===== config.mk =====
export PLATFORM = sky130hd
export DESIGN_NAME = source_token_scanner_core
export DESIGN_NICKNAME = d
export VERILOG_FILES = /design/src/stsc_pkg.sv /design/src/stsc_step.sv /design/src/stsc_result_queue.sv /design/src/source_token_scanner_core.sv
export SDC_FILE = /design/constraint.sdc
export NUM_CORES = 1
export LEC_CHECK = 0
export BUFFER_PORTS_ARGS = -buffer_cell sky130_fd_sc_hd__buf_2
export CAP_MARGIN = 40
export CORE_ASPECT_RATIO = 0.9
export CORE_UTILIZATION = 47
export CTS_CLUSTER_SIZE = 40
export DETAILED_ROUTE_END_ITERATION = 12
export PLACE_DENSITY_LB_ADDON = 0.05
export RECOVER_POWER = 50
export SYNTH_ARGS = -nofsm -noshare
export SYNTH_HDL_FRONTEND = slang
export SYNTH_SLANG_ARGS = --single-unit

===== constraint.sdc =====
create_clock -name i_clk -period 5.45 [get_ports i_clk]
set_clock_uncertainty 0.15 [all_clocks]
set_input_delay 0 -clock i_clk [delete_from_list [all_inputs] [get_ports i_clk]]
set_output_delay 0 -clock i_clk [all_outputs]
set_load 0.02 [all_outputs]

===== src/stsc_pkg.sv =====
// Shared types, token codes and character helpers for the source token scanner.
`default_nettype none

package stsc_pkg;

    // Item kinds on the input channel.
    localparam logic ITEM_BYTE = 1'b0;
    localparam logic ITEM_END  = 1'b1;

    // Token kind codes.
    localparam logic [4:0] KIND_LPAREN        = 5'd0;
    localparam logic [4:0] KIND_RPAREN        = 5'd1;
    localparam logic [4:0] KIND_LBRACE        = 5'd2;
    localparam logic [4:0] KIND_RBRACE        = 5'd3;
    localparam logic [4:0] KIND_COMMA         = 5'd4;
    localparam logic [4:0] KIND_DOT           = 5'd5;
    localparam logic [4:0] KIND_MINUS         = 5'd6;
    localparam logic [4:0] KIND_PLUS          = 5'd7;
    localparam logic [4:0] KIND_SEMICOLON     = 5'd8;
    localparam logic [4:0] KIND_STAR          = 5'd9;
    localparam logic [4:0] KIND_BANG          = 5'd10;
    localparam logic [4:0] KIND_BANG_EQUAL    = 5'd11;
    localparam logic [4:0] KIND_EQUAL         = 5'd12;
    localparam logic [4:0] KIND_EQUAL_EQUAL   = 5'd13;
    localparam logic [4:0] KIND_LESS          = 5'd14;
    localparam logic [4:0] KIND_LESS_EQUAL    = 5'd15;
    localparam logic [4:0] KIND_GREATER       = 5'd16;
    localparam logic [4:0] KIND_GREATER_EQUAL = 5'd17;
    localparam logic [4:0] KIND_SLASH         = 5'd18;
    localparam logic [4:0] KIND_IDENT         = 5'd19;
    localparam logic [4:0] KIND_NUMBER        = 5'd20;
    localparam logic [4:0] KIND_KW_INT        = 5'd21;
    localparam logic [4:0] KIND_KW_IF         = 5'd22;
    localparam logic [4:0] KIND_KW_ELSE       = 5'd23;
    localparam logic [4:0] KIND_KW_WHILE      = 5'd24;
    localparam logic [4:0] KIND_KW_PRINT      = 5'd25;
    localparam logic [4:0] KIND_KW_INPUT      = 5'd26;
    localparam logic [4:0] KIND_ERROR         = 5'd27;
    localparam logic [4:0] KIND_EOF           = 5'd28;

    // Keyword spellings, first character most significant.
    localparam logic [39:0] WORD_INT   = 40'h00_0069_6E74;
    localparam logic [39:0] WORD_IF    = 40'h00_0000_6966;
    localparam logic [39:0] WORD_ELSE  = 40'h00_656C_7365;
    localparam logic [39:0] WORD_WHILE = 40'h77_6869_6C65;
    localparam logic [39:0] WORD_PRINT = 40'h70_7269_6E74;
    localparam logic [39:0] WORD_INPUT = 40'h69_6E70_7574;

    // Characters with a role of their own.
    localparam logic [7:0] CH_NEWLINE    = 8'h0A;
    localparam logic [7:0] CH_TAB        = 8'h09;
    localparam logic [7:0] CH_CR         = 8'h0D;
    localparam logic [7:0] CH_SPACE      = 8'h20;
    localparam logic [7:0] CH_BANG       = 8'h21;
    localparam logic [7:0] CH_EQUAL      = 8'h3D;
    localparam logic [7:0] CH_LESS       = 8'h3C;
    localparam logic [7:0] CH_GREATER    = 8'h3E;
    localparam logic [7:0] CH_SLASH      = 8'h2F;
    localparam logic [7:0] CH_UNDERSCORE = 8'h5F;

    // Result queue depth; room for two results is needed to take an item.
    localparam int QUEUE_DEPTH = 4;
    localparam int QUEUE_PTR_BITS = $clog2(QUEUE_DEPTH);
    localparam int QUEUE_CNT_BITS = $clog2(QUEUE_DEPTH + 1);

    typedef enum logic [8:0] {
        MODE_IDLE    = 9'b000000001,
        MODE_BANG    = 9'b000000010,
        MODE_EQUAL   = 9'b000000100,
        MODE_LESS    = 9'b000001000,
        MODE_GREATER = 9'b000010000,
        MODE_SLASH   = 9'b000100000,
        MODE_COMMENT = 9'b001000000,
        MODE_IDENT   = 9'b010000000,
        MODE_NUMBER  = 9'b100000000
    } t_mode;

    typedef struct packed {
        t_mode       mode;
        logic [39:0] keyword_chars;
        logic        too_long;
    } t_scan_state;

    typedef struct packed {
        logic [4:0]  token_kind;
        logic [15:0] start_offset;
        logic [15:0] text_length;
        logic [15:0] line_number;
        logic [7:0]  error_byte;
        logic        position_overflow;
        logic        last_of_run;
    } t_result;

    typedef struct packed {
        logic       hit;
        logic [4:0] kind;
    } t_punct;

    function automatic logic is_digit(input logic [7:0] b);
        return (b >= 8'h30) && (b <= 8'h39);
    endfunction

    function automatic logic is_alpha(input logic [7:0] b);
        return ((b >= 8'h61) && (b <= 8'h7A)) || ((b >= 8'h41) && (b <= 8'h5A))
            || (b == CH_UNDERSCORE);
    endfunction

    function automatic t_punct punct_lookup(input logic [7:0] b);
        t_punct p;
        p.hit  = 1'b1;
        p.kind = KIND_LPAREN;
        case (b)
            8'h28:   p.kind = KIND_LPAREN;
            8'h29:   p.kind = KIND_RPAREN;
            8'h7B:   p.kind = KIND_LBRACE;
            8'h7D:   p.kind = KIND_RBRACE;
            8'h2C:   p.kind = KIND_COMMA;
            8'h2E:   p.kind = KIND_DOT;
            8'h2D:   p.kind = KIND_MINUS;
            8'h2B:   p.kind = KIND_PLUS;
            8'h3B:   p.kind = KIND_SEMICOLON;
            8'h2A:   p.kind = KIND_STAR;
            default: p.hit = 1'b0;
        endcase
        return p;
    endfunction

    function automatic logic [4:0] ident_kind(input logic [39:0] chars,
                                              input logic too_long);
        logic [4:0] k;
        k = KIND_IDENT;
        if (!too_long) begin
            if (chars == WORD_INT)        k = KIND_KW_INT;
            else if (chars == WORD_IF)    k = KIND_KW_IF;
            else if (chars == WORD_ELSE)  k = KIND_KW_ELSE;
            else if (chars == WORD_WHILE) k = KIND_KW_WHILE;
            else if (chars == WORD_PRINT) k = KIND_KW_PRINT;
            else if (chars == WORD_INPUT) k = KIND_KW_INPUT;
        end
        return k;
    endfunction

endpackage

`default_nettype wire


===== src/stsc_step.sv =====
// Combinational scan step: one word against the scanner state, next state and up to two tokens.
`default_nettype none

module stsc_step #(
    parameter int POSITION_BITS = 16
) (
    input  wire logic                     i_kind,
    input  wire logic [7:0]               i_byte_value,
    input  wire stsc_pkg::t_scan_state    i_scan,
    input  wire logic [POSITION_BITS-1:0] i_token_start,
    input  wire logic [POSITION_BITS-1:0] i_byte_position,
    input  wire logic [POSITION_BITS-1:0] i_line_count,
    output stsc_pkg::t_scan_state         o_scan,
    output logic [POSITION_BITS-1:0]      o_token_start,
    output logic [POSITION_BITS-1:0]      o_byte_position,
    output logic [POSITION_BITS-1:0]      o_line_count,
    output stsc_pkg::t_result [1:0]       o_results,
    output logic [1:0]                    o_result_count
);

    localparam logic [POSITION_BITS-1:0] POS_MAX = '1;
    localparam logic [POSITION_BITS-1:0] POS_ONE = POSITION_BITS'(1);

    // Clamp a position-wide value to the 16-bit result field; top bit flags a clamp.
    function automatic logic [16:0] clamp_field(input logic [POSITION_BITS-1:0] v);
        logic over;
        over = (v > POSITION_BITS'(17'h0FFFF));
        return {over, (over ? 16'hFFFF : 16'(v))};
    endfunction

    function automatic stsc_pkg::t_result make_result(
        input logic [4:0]               kind,
        input logic [POSITION_BITS-1:0] start,
        input logic [POSITION_BITS-1:0] len,
        input logic [POSITION_BITS-1:0] line,
        input logic [7:0]               err,
        input logic                     ovf_base
    );
        stsc_pkg::t_result r;
        logic [16:0] c_start;
        logic [16:0] c_len;
        logic [16:0] c_line;
        c_start = clamp_field(start);
        c_len   = clamp_field(len);
        c_line  = clamp_field(line);
        r.token_kind        = kind;
        r.start_offset      = c_start[15:0];
        r.text_length       = c_len[15:0];
        r.line_number       = c_line[15:0];
        r.error_byte        = err;
        r.position_overflow = ovf_base | c_start[16] | c_len[16] | c_line[16];
        r.last_of_run       = 1'b0;
        return r;
    endfunction

    logic                     is_end;
    logic [7:0]               b;
    logic [POSITION_BITS-1:0] pos_used;
    logic [POSITION_BITS-1:0] flush_len;
    logic                     ovf_base;
    logic                     do_flush;
    logic                     do_dispatch;
    logic                     f_valid;
    logic [4:0]               f_kind;
    logic [POSITION_BITS-1:0] f_start;
    logic [POSITION_BITS-1:0] f_len;
    logic                     d_valid;
    logic [4:0]               d_kind;
    logic [POSITION_BITS-1:0] d_start;
    logic [POSITION_BITS-1:0] d_len;
    logic [7:0]               d_err;
    stsc_pkg::t_punct         punct;
    stsc_pkg::t_result        f_res;
    stsc_pkg::t_result        d_res;

    assign is_end = (i_kind == stsc_pkg::ITEM_END);
    assign b      = i_byte_value;
    assign punct  = stsc_pkg::punct_lookup(b);

    // Byte count that the emitted tokens see: bumped for a byte, as is for end of source.
    assign pos_used = is_end ? i_byte_position
                    : ((i_byte_position < POS_MAX) ? (i_byte_position + POS_ONE)
                                                   : i_byte_position);
    assign flush_len = (i_byte_position >= i_token_start) ? (i_byte_position - i_token_start)
                                                          : '0;
    assign ovf_base = (pos_used >= POS_MAX) || (i_line_count >= POS_MAX);

    // Mode transitions and the token that the byte ends or pairs into.
    always_comb begin
        o_scan          = i_scan;
        o_token_start   = i_token_start;
        o_byte_position = pos_used;
        o_line_count    = i_line_count;
        do_flush        = 1'b0;
        do_dispatch     = 1'b0;
        f_valid         = 1'b0;
        f_kind          = stsc_pkg::KIND_BANG;
        f_start         = i_token_start;
        f_len           = POS_ONE;
        d_valid         = 1'b0;
        d_kind          = stsc_pkg::KIND_EOF;
        d_start         = i_byte_position;
        d_len           = '0;
        d_err           = 8'h00;

        if (is_end) begin
            do_flush = 1'b1;
            d_valid  = 1'b1;
        end else begin
            unique case (i_scan.mode)
                stsc_pkg::MODE_BANG, stsc_pkg::MODE_EQUAL,
                stsc_pkg::MODE_LESS, stsc_pkg::MODE_GREATER: begin
                    if (b == stsc_pkg::CH_EQUAL) begin
                        f_valid     = 1'b1;
                        f_len       = POSITION_BITS'(2);
                        o_scan.mode = stsc_pkg::MODE_IDLE;
                        unique case (i_scan.mode)
                            stsc_pkg::MODE_BANG:  f_kind = stsc_pkg::KIND_BANG_EQUAL;
                            stsc_pkg::MODE_EQUAL: f_kind = stsc_pkg::KIND_EQUAL_EQUAL;
                            stsc_pkg::MODE_LESS:  f_kind = stsc_pkg::KIND_LESS_EQUAL;
                            default:              f_kind = stsc_pkg::KIND_GREATER_EQUAL;
                        endcase
                    end else begin
                        do_flush    = 1'b1;
                        do_dispatch = 1'b1;
                    end
                end
                stsc_pkg::MODE_SLASH: begin
                    if (b == stsc_pkg::CH_SLASH) begin
                        o_scan.mode = stsc_pkg::MODE_COMMENT;
                    end else begin
                        do_flush    = 1'b1;
                        do_dispatch = 1'b1;
                    end
                end
                stsc_pkg::MODE_COMMENT: begin
                    if (b == stsc_pkg::CH_NEWLINE) begin
                        do_dispatch = 1'b1;
                    end
                end
                stsc_pkg::MODE_IDENT: begin
                    if (stsc_pkg::is_alpha(b) || stsc_pkg::is_digit(b)) begin
                        if (i_scan.keyword_chars[39:32] != 8'h00) begin
                            o_scan.too_long = 1'b1;
                        end else begin
                            o_scan.keyword_chars = {i_scan.keyword_chars[31:0], b};
                        end
                    end else begin
                        do_flush    = 1'b1;
                        do_dispatch = 1'b1;
                    end
                end
                stsc_pkg::MODE_NUMBER: begin
                    if (!stsc_pkg::is_digit(b)) begin
                        do_flush    = 1'b1;
                        do_dispatch = 1'b1;
                    end
                end
                default: begin
                    do_flush    = 1'b1;
                    do_dispatch = 1'b1;
                end
            endcase
        end

        // Close whatever token is open; it ends just before the current byte.
        if (do_flush) begin
            o_scan.mode = stsc_pkg::MODE_IDLE;
            f_valid     = 1'b1;
            f_len       = POS_ONE;
            unique case (i_scan.mode)
                stsc_pkg::MODE_BANG:    f_kind = stsc_pkg::KIND_BANG;
                stsc_pkg::MODE_EQUAL:   f_kind = stsc_pkg::KIND_EQUAL;
                stsc_pkg::MODE_LESS:    f_kind = stsc_pkg::KIND_LESS;
                stsc_pkg::MODE_GREATER: f_kind = stsc_pkg::KIND_GREATER;
                stsc_pkg::MODE_SLASH:   f_kind = stsc_pkg::KIND_SLASH;
                stsc_pkg::MODE_IDENT: begin
                    f_kind = stsc_pkg::ident_kind(i_scan.keyword_chars, i_scan.too_long);
                    f_len  = flush_len;
                end
                stsc_pkg::MODE_NUMBER: begin
                    f_kind = stsc_pkg::KIND_NUMBER;
                    f_len  = flush_len;
                end
                default: f_valid = 1'b0;
            endcase
        end

        // Start of a new token from the idle mode.
        if (do_dispatch) begin
            o_scan.mode   = stsc_pkg::MODE_IDLE;
            o_token_start = i_byte_position;
            d_start       = i_byte_position;
            d_len         = POS_ONE;
            if (punct.hit) begin
                d_valid = 1'b1;
                d_kind  = punct.kind;
            end else begin
                case (b)
                    stsc_pkg::CH_BANG:    o_scan.mode = stsc_pkg::MODE_BANG;
                    stsc_pkg::CH_EQUAL:   o_scan.mode = stsc_pkg::MODE_EQUAL;
                    stsc_pkg::CH_LESS:    o_scan.mode = stsc_pkg::MODE_LESS;
                    stsc_pkg::CH_GREATER: o_scan.mode = stsc_pkg::MODE_GREATER;
                    stsc_pkg::CH_SLASH:   o_scan.mode = stsc_pkg::MODE_SLASH;
                    stsc_pkg::CH_SPACE, stsc_pkg::CH_CR, stsc_pkg::CH_TAB: begin
                    end
                    stsc_pkg::CH_NEWLINE: begin
                        if (i_line_count < POS_MAX) begin
                            o_line_count = i_line_count + POS_ONE;
                        end
                    end
                    default: begin
                        if (stsc_pkg::is_digit(b)) begin
                            o_scan.mode = stsc_pkg::MODE_NUMBER;
                        end else if (stsc_pkg::is_alpha(b)) begin
                            o_scan.mode          = stsc_pkg::MODE_IDENT;
                            o_scan.keyword_chars = {32'h0, b};
                            o_scan.too_long      = 1'b0;
                        end else begin
                            d_valid = 1'b1;
                            d_kind  = stsc_pkg::KIND_ERROR;
                            d_err   = b;
                        end
                    end
                endcase
            end
        end

        // End of source returns everything to the reset state.
        if (is_end) begin
            o_scan.mode          = stsc_pkg::MODE_IDLE;
            o_scan.keyword_chars = 40'h0;
            o_scan.too_long      = 1'b0;
            o_token_start        = '0;
            o_byte_position      = '0;
            o_line_count         = POS_ONE;
        end
    end

    assign f_res = make_result(f_kind, f_start, f_len, i_line_count, 8'h00, ovf_base);
    assign d_res = make_result(d_kind, d_start, d_len, i_line_count, d_err, ovf_base);

    // Pack the tokens in order, the closed token first; flag the final one.
    always_comb begin
        o_results      = '0;
        o_result_count = 2'd0;
        if (f_valid && d_valid) begin
            o_results[0]             = f_res;
            o_results[1]             = d_res;
            o_results[1].last_of_run = 1'b1;
            o_result_count           = 2'd2;
        end else if (f_valid) begin
            o_results[0]             = f_res;
            o_results[0].last_of_run = 1'b1;
            o_result_count           = 2'd1;
        end else if (d_valid) begin
            o_results[0]             = d_res;
            o_results[0].last_of_run = 1'b1;
            o_result_count           = 2'd1;
        end
    end

endmodule

`default_nettype wire


===== src/stsc_result_queue.sv =====
// Small result queue that takes up to two tokens per cycle and hands out one.
`default_nettype none

module stsc_result_queue (
    input  wire logic                    i_clk,
    input  wire logic                    i_rst_n,
    input  wire logic [1:0]              i_push_count,
    input  wire stsc_pkg::t_result [1:0] i_push_data,
    output logic                         o_room_for_two,
    output logic                         o_valid,
    output stsc_pkg::t_result            o_data,
    input  wire logic                    i_pop
);

    localparam int PB = stsc_pkg::QUEUE_PTR_BITS;
    localparam int CB = stsc_pkg::QUEUE_CNT_BITS;

    stsc_pkg::t_result r_entries [stsc_pkg::QUEUE_DEPTH];
    logic [PB-1:0]     r_wr_ptr;
    logic [PB-1:0]     r_rd_ptr;
    logic [CB-1:0]     r_count;
    logic [PB-1:0]     n_wr_ptr;
    logic [PB-1:0]     n_rd_ptr;
    logic [CB-1:0]     n_count;
    logic              pop;

    assign o_valid        = (r_count != '0);
    assign o_data         = r_entries[r_rd_ptr];
    assign o_room_for_two = (r_count <= CB'(stsc_pkg::QUEUE_DEPTH - 2));
    assign pop            = i_pop && o_valid;

    always_comb begin
        n_wr_ptr = r_wr_ptr + PB'(i_push_count);
        n_rd_ptr = r_rd_ptr + PB'(pop);
        n_count  = r_count + CB'(i_push_count) - CB'(pop);
    end

    always_ff @(posedge i_clk) begin
        if (!i_rst_n) begin
            r_wr_ptr <= '0;
            r_rd_ptr <= '0;
            r_count  <= '0;
        end else begin
            r_wr_ptr <= n_wr_ptr;
            r_rd_ptr <= n_rd_ptr;
            r_count  <= n_count;
        end
    end

    always_ff @(posedge i_clk) begin
        if (i_push_count != 2'd0) begin
            r_entries[r_wr_ptr] <= i_push_data[0];
        end
        if (i_push_count == 2'd2) begin
            r_entries[r_wr_ptr + PB'(1)] <= i_push_data[1];
        end
    end

endmodule

`default_nettype wire


===== src/source_token_scanner_core.sv =====
// Top level of the source token scanner: scanner state, scan step and result queue.
`default_nettype none

// Channel   Direction  Handshake                  Word
// input     in         i_in_valid / o_in_ready    i_kind, i_byte_value
// result    out        o_out_valid / i_out_ready  o_token_kind .. o_last_of_run
//
// One word is taken per cycle while o_in_ready is high; its tokens enter the result queue
// at the accepting edge, and with the queue empty the first is on the output next cycle.
// A word is taken only while the four-entry queue holds at most two tokens. The output
// drains one token per cycle while i_out_ready is high, so a word that yields two tokens
// leaves one behind, and a second such word before the queue drains stalls the input.
// Reset (synchronous, active low) empties the queue and idles the scanner at line one.
module source_token_scanner_core #(
    parameter int POSITION_BITS = 16
) (
    input  wire logic        i_clk,
    input  wire logic        i_rst_n,
    input  wire logic        i_in_valid,
    output logic             o_in_ready,
    input  wire logic        i_kind,
    input  wire logic [7:0]  i_byte_value,
    output logic             o_out_valid,
    input  wire logic        i_out_ready,
    output logic [4:0]       o_token_kind,
    output logic [15:0]      o_start_offset,
    output logic [15:0]      o_text_length,
    output logic [15:0]      o_line_number,
    output logic [7:0]       o_error_byte,
    output logic             o_position_overflow,
    output logic             o_last_of_run
);

    // Scanner state: mode, keyword capture, token start, byte count and line count.
    stsc_pkg::t_scan_state    r_scan;
    logic [POSITION_BITS-1:0] r_token_start;
    logic [POSITION_BITS-1:0] r_byte_position;
    logic [POSITION_BITS-1:0] r_line_count;

    stsc_pkg::t_scan_state    n_scan;
    logic [POSITION_BITS-1:0] n_token_start;
    logic [POSITION_BITS-1:0] n_byte_position;
    logic [POSITION_BITS-1:0] n_line_count;

    stsc_pkg::t_result [1:0]  step_results;
    logic [1:0]               step_count;
    logic [1:0]               push_count;
    logic                     in_accept;
    logic                     room_for_two;
    stsc_pkg::t_result        head;

    assign o_in_ready = room_for_two;
    assign in_accept  = i_in_valid && room_for_two;
    assign push_count = in_accept ? step_count : 2'd0;

    stsc_step #(
        .POSITION_BITS(POSITION_BITS)
    ) u_step (
        .i_kind          (i_kind),
        .i_byte_value    (i_byte_value),
        .i_scan          (r_scan),
        .i_token_start   (r_token_start),
        .i_byte_position (r_byte_position),
        .i_line_count    (r_line_count),
        .o_scan          (n_scan),
        .o_token_start   (n_token_start),
        .o_byte_position (n_byte_position),
        .o_line_count    (n_line_count),
        .o_results       (step_results),
        .o_result_count  (step_count)
    );

    // The state advances only on an accepted word.
    always_ff @(posedge i_clk) begin
        if (!i_rst_n) begin
            r_scan.mode          <= stsc_pkg::MODE_IDLE;
            r_scan.keyword_chars <= 40'h0;
            r_scan.too_long      <= 1'b0;
            r_token_start        <= '0;
            r_byte_position      <= '0;
            r_line_count         <= POSITION_BITS'(1);
        end else if (in_accept) begin
            r_scan          <= n_scan;
            r_token_start   <= n_token_start;
            r_byte_position <= n_byte_position;
            r_line_count    <= n_line_count;
        end
    end

    // The queue decouples both sides: a finished token waits there while new words come in.
    stsc_result_queue u_queue (
        .i_clk          (i_clk),
        .i_rst_n        (i_rst_n),
        .i_push_count   (push_count),
        .i_push_data    (step_results),
        .o_room_for_two (room_for_two),
        .o_valid        (o_out_valid),
        .o_data         (head),
        .i_pop          (i_out_ready)
    );

    assign o_token_kind        = head.token_kind;
    assign o_start_offset      = head.start_offset;
    assign o_text_length       = head.text_length;
    assign o_line_number       = head.line_number;
    assign o_error_byte        = head.error_byte;
    assign o_position_overflow = head.position_overflow;
    assign o_last_of_run       = head.last_of_run;

endmodule

`default_nettype wire


[Yosys cells after proc, flatten, opt, wreduce, memory -nomap -nowiden]
Memories as Yosys holds them, arrays and structs flattened. A register that Yosys moved wholly into a read port is not among the register bits.
Cells that the tools add are included.
Operators by class
  add/sub/neg operators: 8
  $mul: 0
  divide/modulo/power cells: 0
  magnitude comparators: 17
  equality and inequality tests: 38
  shift operators: 0
  mux-type cells: 96
  bitwise operators: 6
  reductions and logical operators: 26
Operators with widths (count)
  $mux W16: 20
  $mux W63: 4
  $mux W41: 4
  $mux W50: 3
  $eq A40 B39 Y1 const B: 3
  $eq A8 B6 Y1 const B: 14
  $mux W5: 14
  $gt A16 B16 Y1 const B: 4
  $pmux W9 S6: 1
  $mux W49: 1
  $eq A40 B15 Y1 const B: 1
  $eq A40 B23 Y1 const B: 1
  $eq A40 B31 Y1 const B: 1
  $mux W40: 1
  $mux W8: 5
  $mux W9: 4
  $pmux W4 S9: 1
  $pmux W5 S7: 1
  $add A16 B1 Y16 const B: 2
  $ge A16 B16 Y1 const B: 2
  $lt A16 B16 Y1 const B: 2
  $mux W1: 26
  $eq A8 B4 Y1 const B: 3
  $eq A8 B7 Y1 const B: 3
  other kinds (45): 70
Storage, ports and cells
  bits in registers: 105
  bits in latches: 0
  RAM bits: 252
  bits in read-only memories: 0
  bits of input ports: 13
  output and inout bits: 65
  word-level logic and storage cells: 201
  memories: 1
Memory list
  u_queue.r_entries: words 4, bits a word 63, read ports 1, clocked after Yosys merged registers in 1, write ports 2, RTL line stsc_result_queue.sv:18  | stsc_pkg::t_result r_entries [stsc_pkg::QUEUE_DEPTH];

[Depth between registers and ports, before layout]
  depth in word-level cells: 16
  mapped depth: 16
  gate-level depth less buffers: 13

[Cells and area by module]
Synthesis repeated with hierarchy kept, for this count alone.
Unflattened totals
  cells, all modules: 1984
  area total of the unflattened synthesis: 22233.8 um^2
Modules (own cells, without submodules)
  stsc_result_queue: instances 1, cells an instance 657, area an instance 13145.1 um^2, seq. area each 7707.4 um^2
  stsc_step: instances 1, cells an instance 877, area an instance 5258.8 um^2, seq. area each 0.0 um^2
  source_token_scanner_core: instances 1, cells an instance 450, area an instance 3829.9 um^2, seq. area each 1961.9 um^2

[Least setup slack after synthesis]
Ideal clock, no wire load.
  path type: reg-to-reg
  start: register r_scan[44] (netlist bit)
  end: memory u_queue.r_entries[0][0] (netlist bit) (enable)
  library setup time: 0.402 ns
  arrival: 4.505 ns
  data required time: 4.898 ns
  setup slack: 0.393 ns
  stages on the path, launching flop included: 15
  buffers on the path: 3
  clock period less this slack: 5.057 ns
  cell sequence: dfxtp_1 buf_2 or4_1 nor2_1 nand4b_1 nor3_2 o31ai_1 nand2_1 ha_1 clkbuf_1 o21ai_1 nor3_1 nor2_1 clkbuf_1 inv_1
RTL lines
  start: declaration: RTL line source_token_scanner_core.sv:35  | stsc_pkg::t_scan_state r_scan;
  start signal: assignment: RTL line source_token_scanner_core.sv:83  | r_scan <= n_scan;
  end: declaration: RTL line stsc_result_queue.sv:18

==> reports/metrics.csv <==
stage,metric,value,unit
worst_setup_path,Worst R2R Setup Slack,0.58,ns
logic_synthesis,mux cell area share after synthesis,8.32,%
logic_synthesis,fraction of the mapped netlist area in adder cells,1.94,%
floorplan,Initial Util,48.2,%
worst_setup_path,FF-to-FF path depth,11,
worst_setup_path,"Slowest-stage cell, CP",o21ai_1,
sta,final-report max-slew violation count,86,
place,GP Congestion,0.913,
power_and_ir_drop,Clock power frac,37.7,%
logic_synthesis,post-synthesis xor/xnor area fraction,2.00,%
routing,WL/cell,23.1,µm
clock_tree,clk slew on worst S/H paths,0.06,ns
worst_setup_path,CP peak stage delay,0.81,ns
global_routing,met1 Use GR,35.5,%
logic_synthesis,largest family of logic cells by synthesized area,simple AND/OR/NAND/NOR gates,
worst_setup_path,Worst R2R End,u_queue.r_entries[1][12],
global_routing,initial antenna violation count,0,
sta,endpoints failing setup,0,
global_routing,busiest metal layer after global routing,met2,
min_path,hold depth,3,
power_and_ir_drop,NetSw,2170,µW
worst_setup_path,Setup Crit Path Kind,flop to flop,
worst_setup_path,Startpoint Class,flop,
place,Buffers on Ports,77,
outcome,failing checks,"capacitance limit, slew limit",
clock_tree,worst skew pair latency,0.56,ns
place,DP HPWL,33.1,mm
logic_synthesis,Yosys cell types,82,
logic_synthesis,"Top FF cell, synth",edfxtp_1,
sta,unrepaired setup endpoints after global routing,false,
finish,share of post-route cells with drive strength above 1,12.4,%
worst_setup_path,WP data arrival,5.14,ns
finish,nets,1640,
global_routing,vias in the first global route,12600,
routing,WL final,48.7,mm
power_and_ir_drop,VDD IR max,0.252,mV
floorplan,row count,66,
routing,Routed Antenna Nets,0,
sta,setup TNS,0,ns
logic_synthesis,Synth Area in Simple Gates,16.7,%
clock_tree,Clock Sinks,357,
min_path,Worst Hold Class,input port to flop,
floorplan,die width,206,µm
global_routing,GRT Total Usage,26.0,%
sta,Fin. Hold Viols,0,
worst_setup_path,CP Data Required Time,5.72,ns
floorplan,I/O pin count,78,
logic_synthesis,Post-synth EDFFs,192,
min_path,hold path endpoint,r_scan[7],
worst_setup_path,"Cell Chain, Critical Path",or4_1 -> nor2_1 -> nand4b_1 -> nor3_2 -> o31ai_1 -> nand2_1 -> ha_1 -> o21ai_0 -> or2_2 -> o21ai_1 -> and2_1,
power_and_ir_drop,Internal,5200,µW
logic_synthesis,Synthesized Nets,1580,
finish,Area Overhead vs Synth,12.6,%
logic_synthesis,Mapped Avg Cell Area,11.4,µm²
min_path,hold_sp,i_byte_value[6],
clock_tree,H-Tree Level Count,2,
global_routing,GR Util met2,41.7,%
routing,DR iter-0 viols,834,
worst_setup_path,Worst R2R Start,r_scan[44],
routing,Residual DRC,0,
power_and_ir_drop,Leakage,0.00666,µW
clock_tree,Root Buffer,clkbuf_16,
clock_tree,Num CTS Buffers,40,
floorplan,CORE AREA,36400,µm²
routing,Avg Vias per Cell,6.14,
finish,number of diodes,0,
power_and_ir_drop,Power Density,373,nW/µm²
clock_tree,CTS Buffer Depth,3,
routing,via count,12900,
global_routing,met3 usage,4.19,%
logic_synthesis,Synth top area share,32.9,%
worst_setup_path,worst-path fanout max,13,
logic_synthesis,most frequent cell after synthesis,edfxtp_1,
job,max-cap violations,2,
floorplan,full die area,38100,µm²
logic_synthesis,Mapped Area,17500,µm²
logic_synthesis,synth cell count leaders,"edfxtp_1, dfxtp_1, a22o_1",
logic_synthesis,synth top area cells,"edfxtp_1, dfxtp_1, mux4_2",
global_routing,global-route wire length before repair,75.2,mm
global_routing,largest net degree at the start of global routing,49,
power_and_ir_drop,Net Sw Frac,29.5,%
sta,Slew @ Worst Pin,2.45,ns
worst_setup_path,CP endpoint kind,flop,
power_and_ir_drop,Comb power frac,19.9,%
logic_synthesis,post-synthesis sequential area ratio,51.7,%
routing,Initial DRT Pass Iterations,5,
logic_synthesis,ys async rst share,0,%
power_and_ir_drop,sequential power share,42.4,%
logic_synthesis,complex-gate fraction of the synthesized area,16.0,%
floorplan,Chip Height,185,µm
logic_synthesis,Seq cells post-synth,357,
finish,final core occ,54.3,%
sta,min Tclk post-route,4.87,ns
sta,Max Clock Freq,205,MHz
clock_tree,CTS tree,yes,
global_routing,grt total ovfl,0,
logic_synthesis,"area leader, netlist",edfxtp_1,
logic_synthesis,Yosys Warn Count,0,
logic_synthesis,post-synthesis cell count,1541,
sta,Final period util,89.4,%
outcome,outcome,finished with violations,
sta,Relative slew margins,-63.5,%
==> critical path: cells and delay by family, from the launching register on <==
family,cells,cell delay (ns)
AOI/OAI and AO/OA,3,1.36
adders and majority gates,1,0.50
DFF,1,0.39
and+or+nand+nor,7,2.33
==> state kept, by name (all words and copies together), names as in the netlist <==
| signal | count |
|---|---|
| u_queue.r_wr_ptr | 2 |
| u_queue.r_count | 3 |
| r_byte_position | 16 |
| u_queue.r_entries | 252 |
| r_token_start | 16 |
| u_queue.r_rd_ptr | 2 |
| r_scan | 50 |
| r_line_count | 16 |
==> what timing repair did <==
action | CTS | global route
hold endpoints to repair | 55 | 0
setup buffers | 0 | 0
gates resized for setup | 0 | 0
hold buffers | 15 | 0
==> through the flow <==
step	hold WS [ns]	instances	worst slack, ns	power (µW)	area [µm²]
after floorplan	-0.0243	1541	0.393	4180	17500
after global placement	0.173	2017	0.897	4680	18300
after detailed placement	0.207	2020	0.802	4710	18400
after CTS	0.146	2107	0.779	7490	19900
after global routing	0.228	2107	0.235	7660	19800
final	0.189	2107	0.578	7370	19800
==> area by class of cell <==
cell class / instances / area [µm²]
Sequential cell: 357 / 9070
Clock buffer: 60 / 1220
Tap cell: 476 / 596
Multi-Input combinational cell: 1041 / 7870
Inverter: 39 / 146
Clock inverter: 12 / 145
Fill cell: 3220 / 16700
Timing Repair Buffer: 122 / 716
==> cell usage in the layout (no fill, tap or decap), types with 10 or more instances in the layout <==
cell type	Yosys	routed
a21o_1	9	10
a21oi_1	41	41
a22o_1	131	131
a22oi_1	20	20
a31oi_1	10	10
and2_0	0	10
and2_1	73	63
and3_1	16	16
buf_2	15	14
buf_4	2	16
clkbuf_1	77	79
clkbuf_16	0	43
dfxtp_1	165	164
dlygate4sd3_1	0	15
edfxtp_1	192	192
ha_1	24	24
inv_1	39	35
mux4_2	63	63
nand2_1	102	102
nand2b_1	12	12
nand3_1	29	29
nand4_1	21	21
nor2_1	102	101
nor2b_1	41	41
nor3_1	37	37
nor4_1	17	17
o21ai_0	68	71
o22ai_1	21	21
or3_1	11	11
xnor2_1	19	19
xor2_1	21	21
==> routing by layer <==
layer | routed length, µm | share of wire (%)
met1 | 21600 | 44
met2 | 22700 | 47
met3 | 2910 | 6.0
met4 | 1460 | 3.0
met5 | 0 | 0
==> power by group through the flow <==
stage	clock network [µW]	registers, µW	logic [µW]
after floorplan	0	3090	1080
after global placement	0	3230	1450
after detailed placement	0	3190	1520
after CTS	2830	3130	1530
after global routing	2930	3150	1580
final	2770	3130	1470
==> worst max-delay path by stage <==
| stage | cells after the start | end | from | slack [ns] |
|---|---|---|---|---|
| 4_1_cts | 13 | u_queue.r_entries[0][55] | r_scan[44] | 0.78 |
| 5_1_grt | 11 | u_queue.r_entries[2][21] | r_scan[44] | 0.23 |
| 6_report | 11 | u_queue.r_entries[1][12] | r_scan[44] | 0.58 |
| 2_1_floorplan | 14 | u_queue.r_entries[0][0] | r_scan[44] | 0.39 |
| 3_5_place_dp | 13 | u_queue.r_entries[0][54] | r_scan[44] | 0.80 |
| 3_3_place_gp | 13 | u_queue.r_entries[0][54] | r_scan[44] | 0.90 |
==> cells by family (layout without fill, tap and decap cells) <==
kind of cell | Yosys count | count (layout)
xor gates and xnor gates | 40 | 40
AOI/OAI and AO/OA | 381 | 381
adders and majority gates | 26 | 26
and+or+nand+nor | 527 | 527
buffers and inverters | 143 | 233
DFF | 357 | 357
muxes | 67 | 67
(Power assumes the default switching activity.)
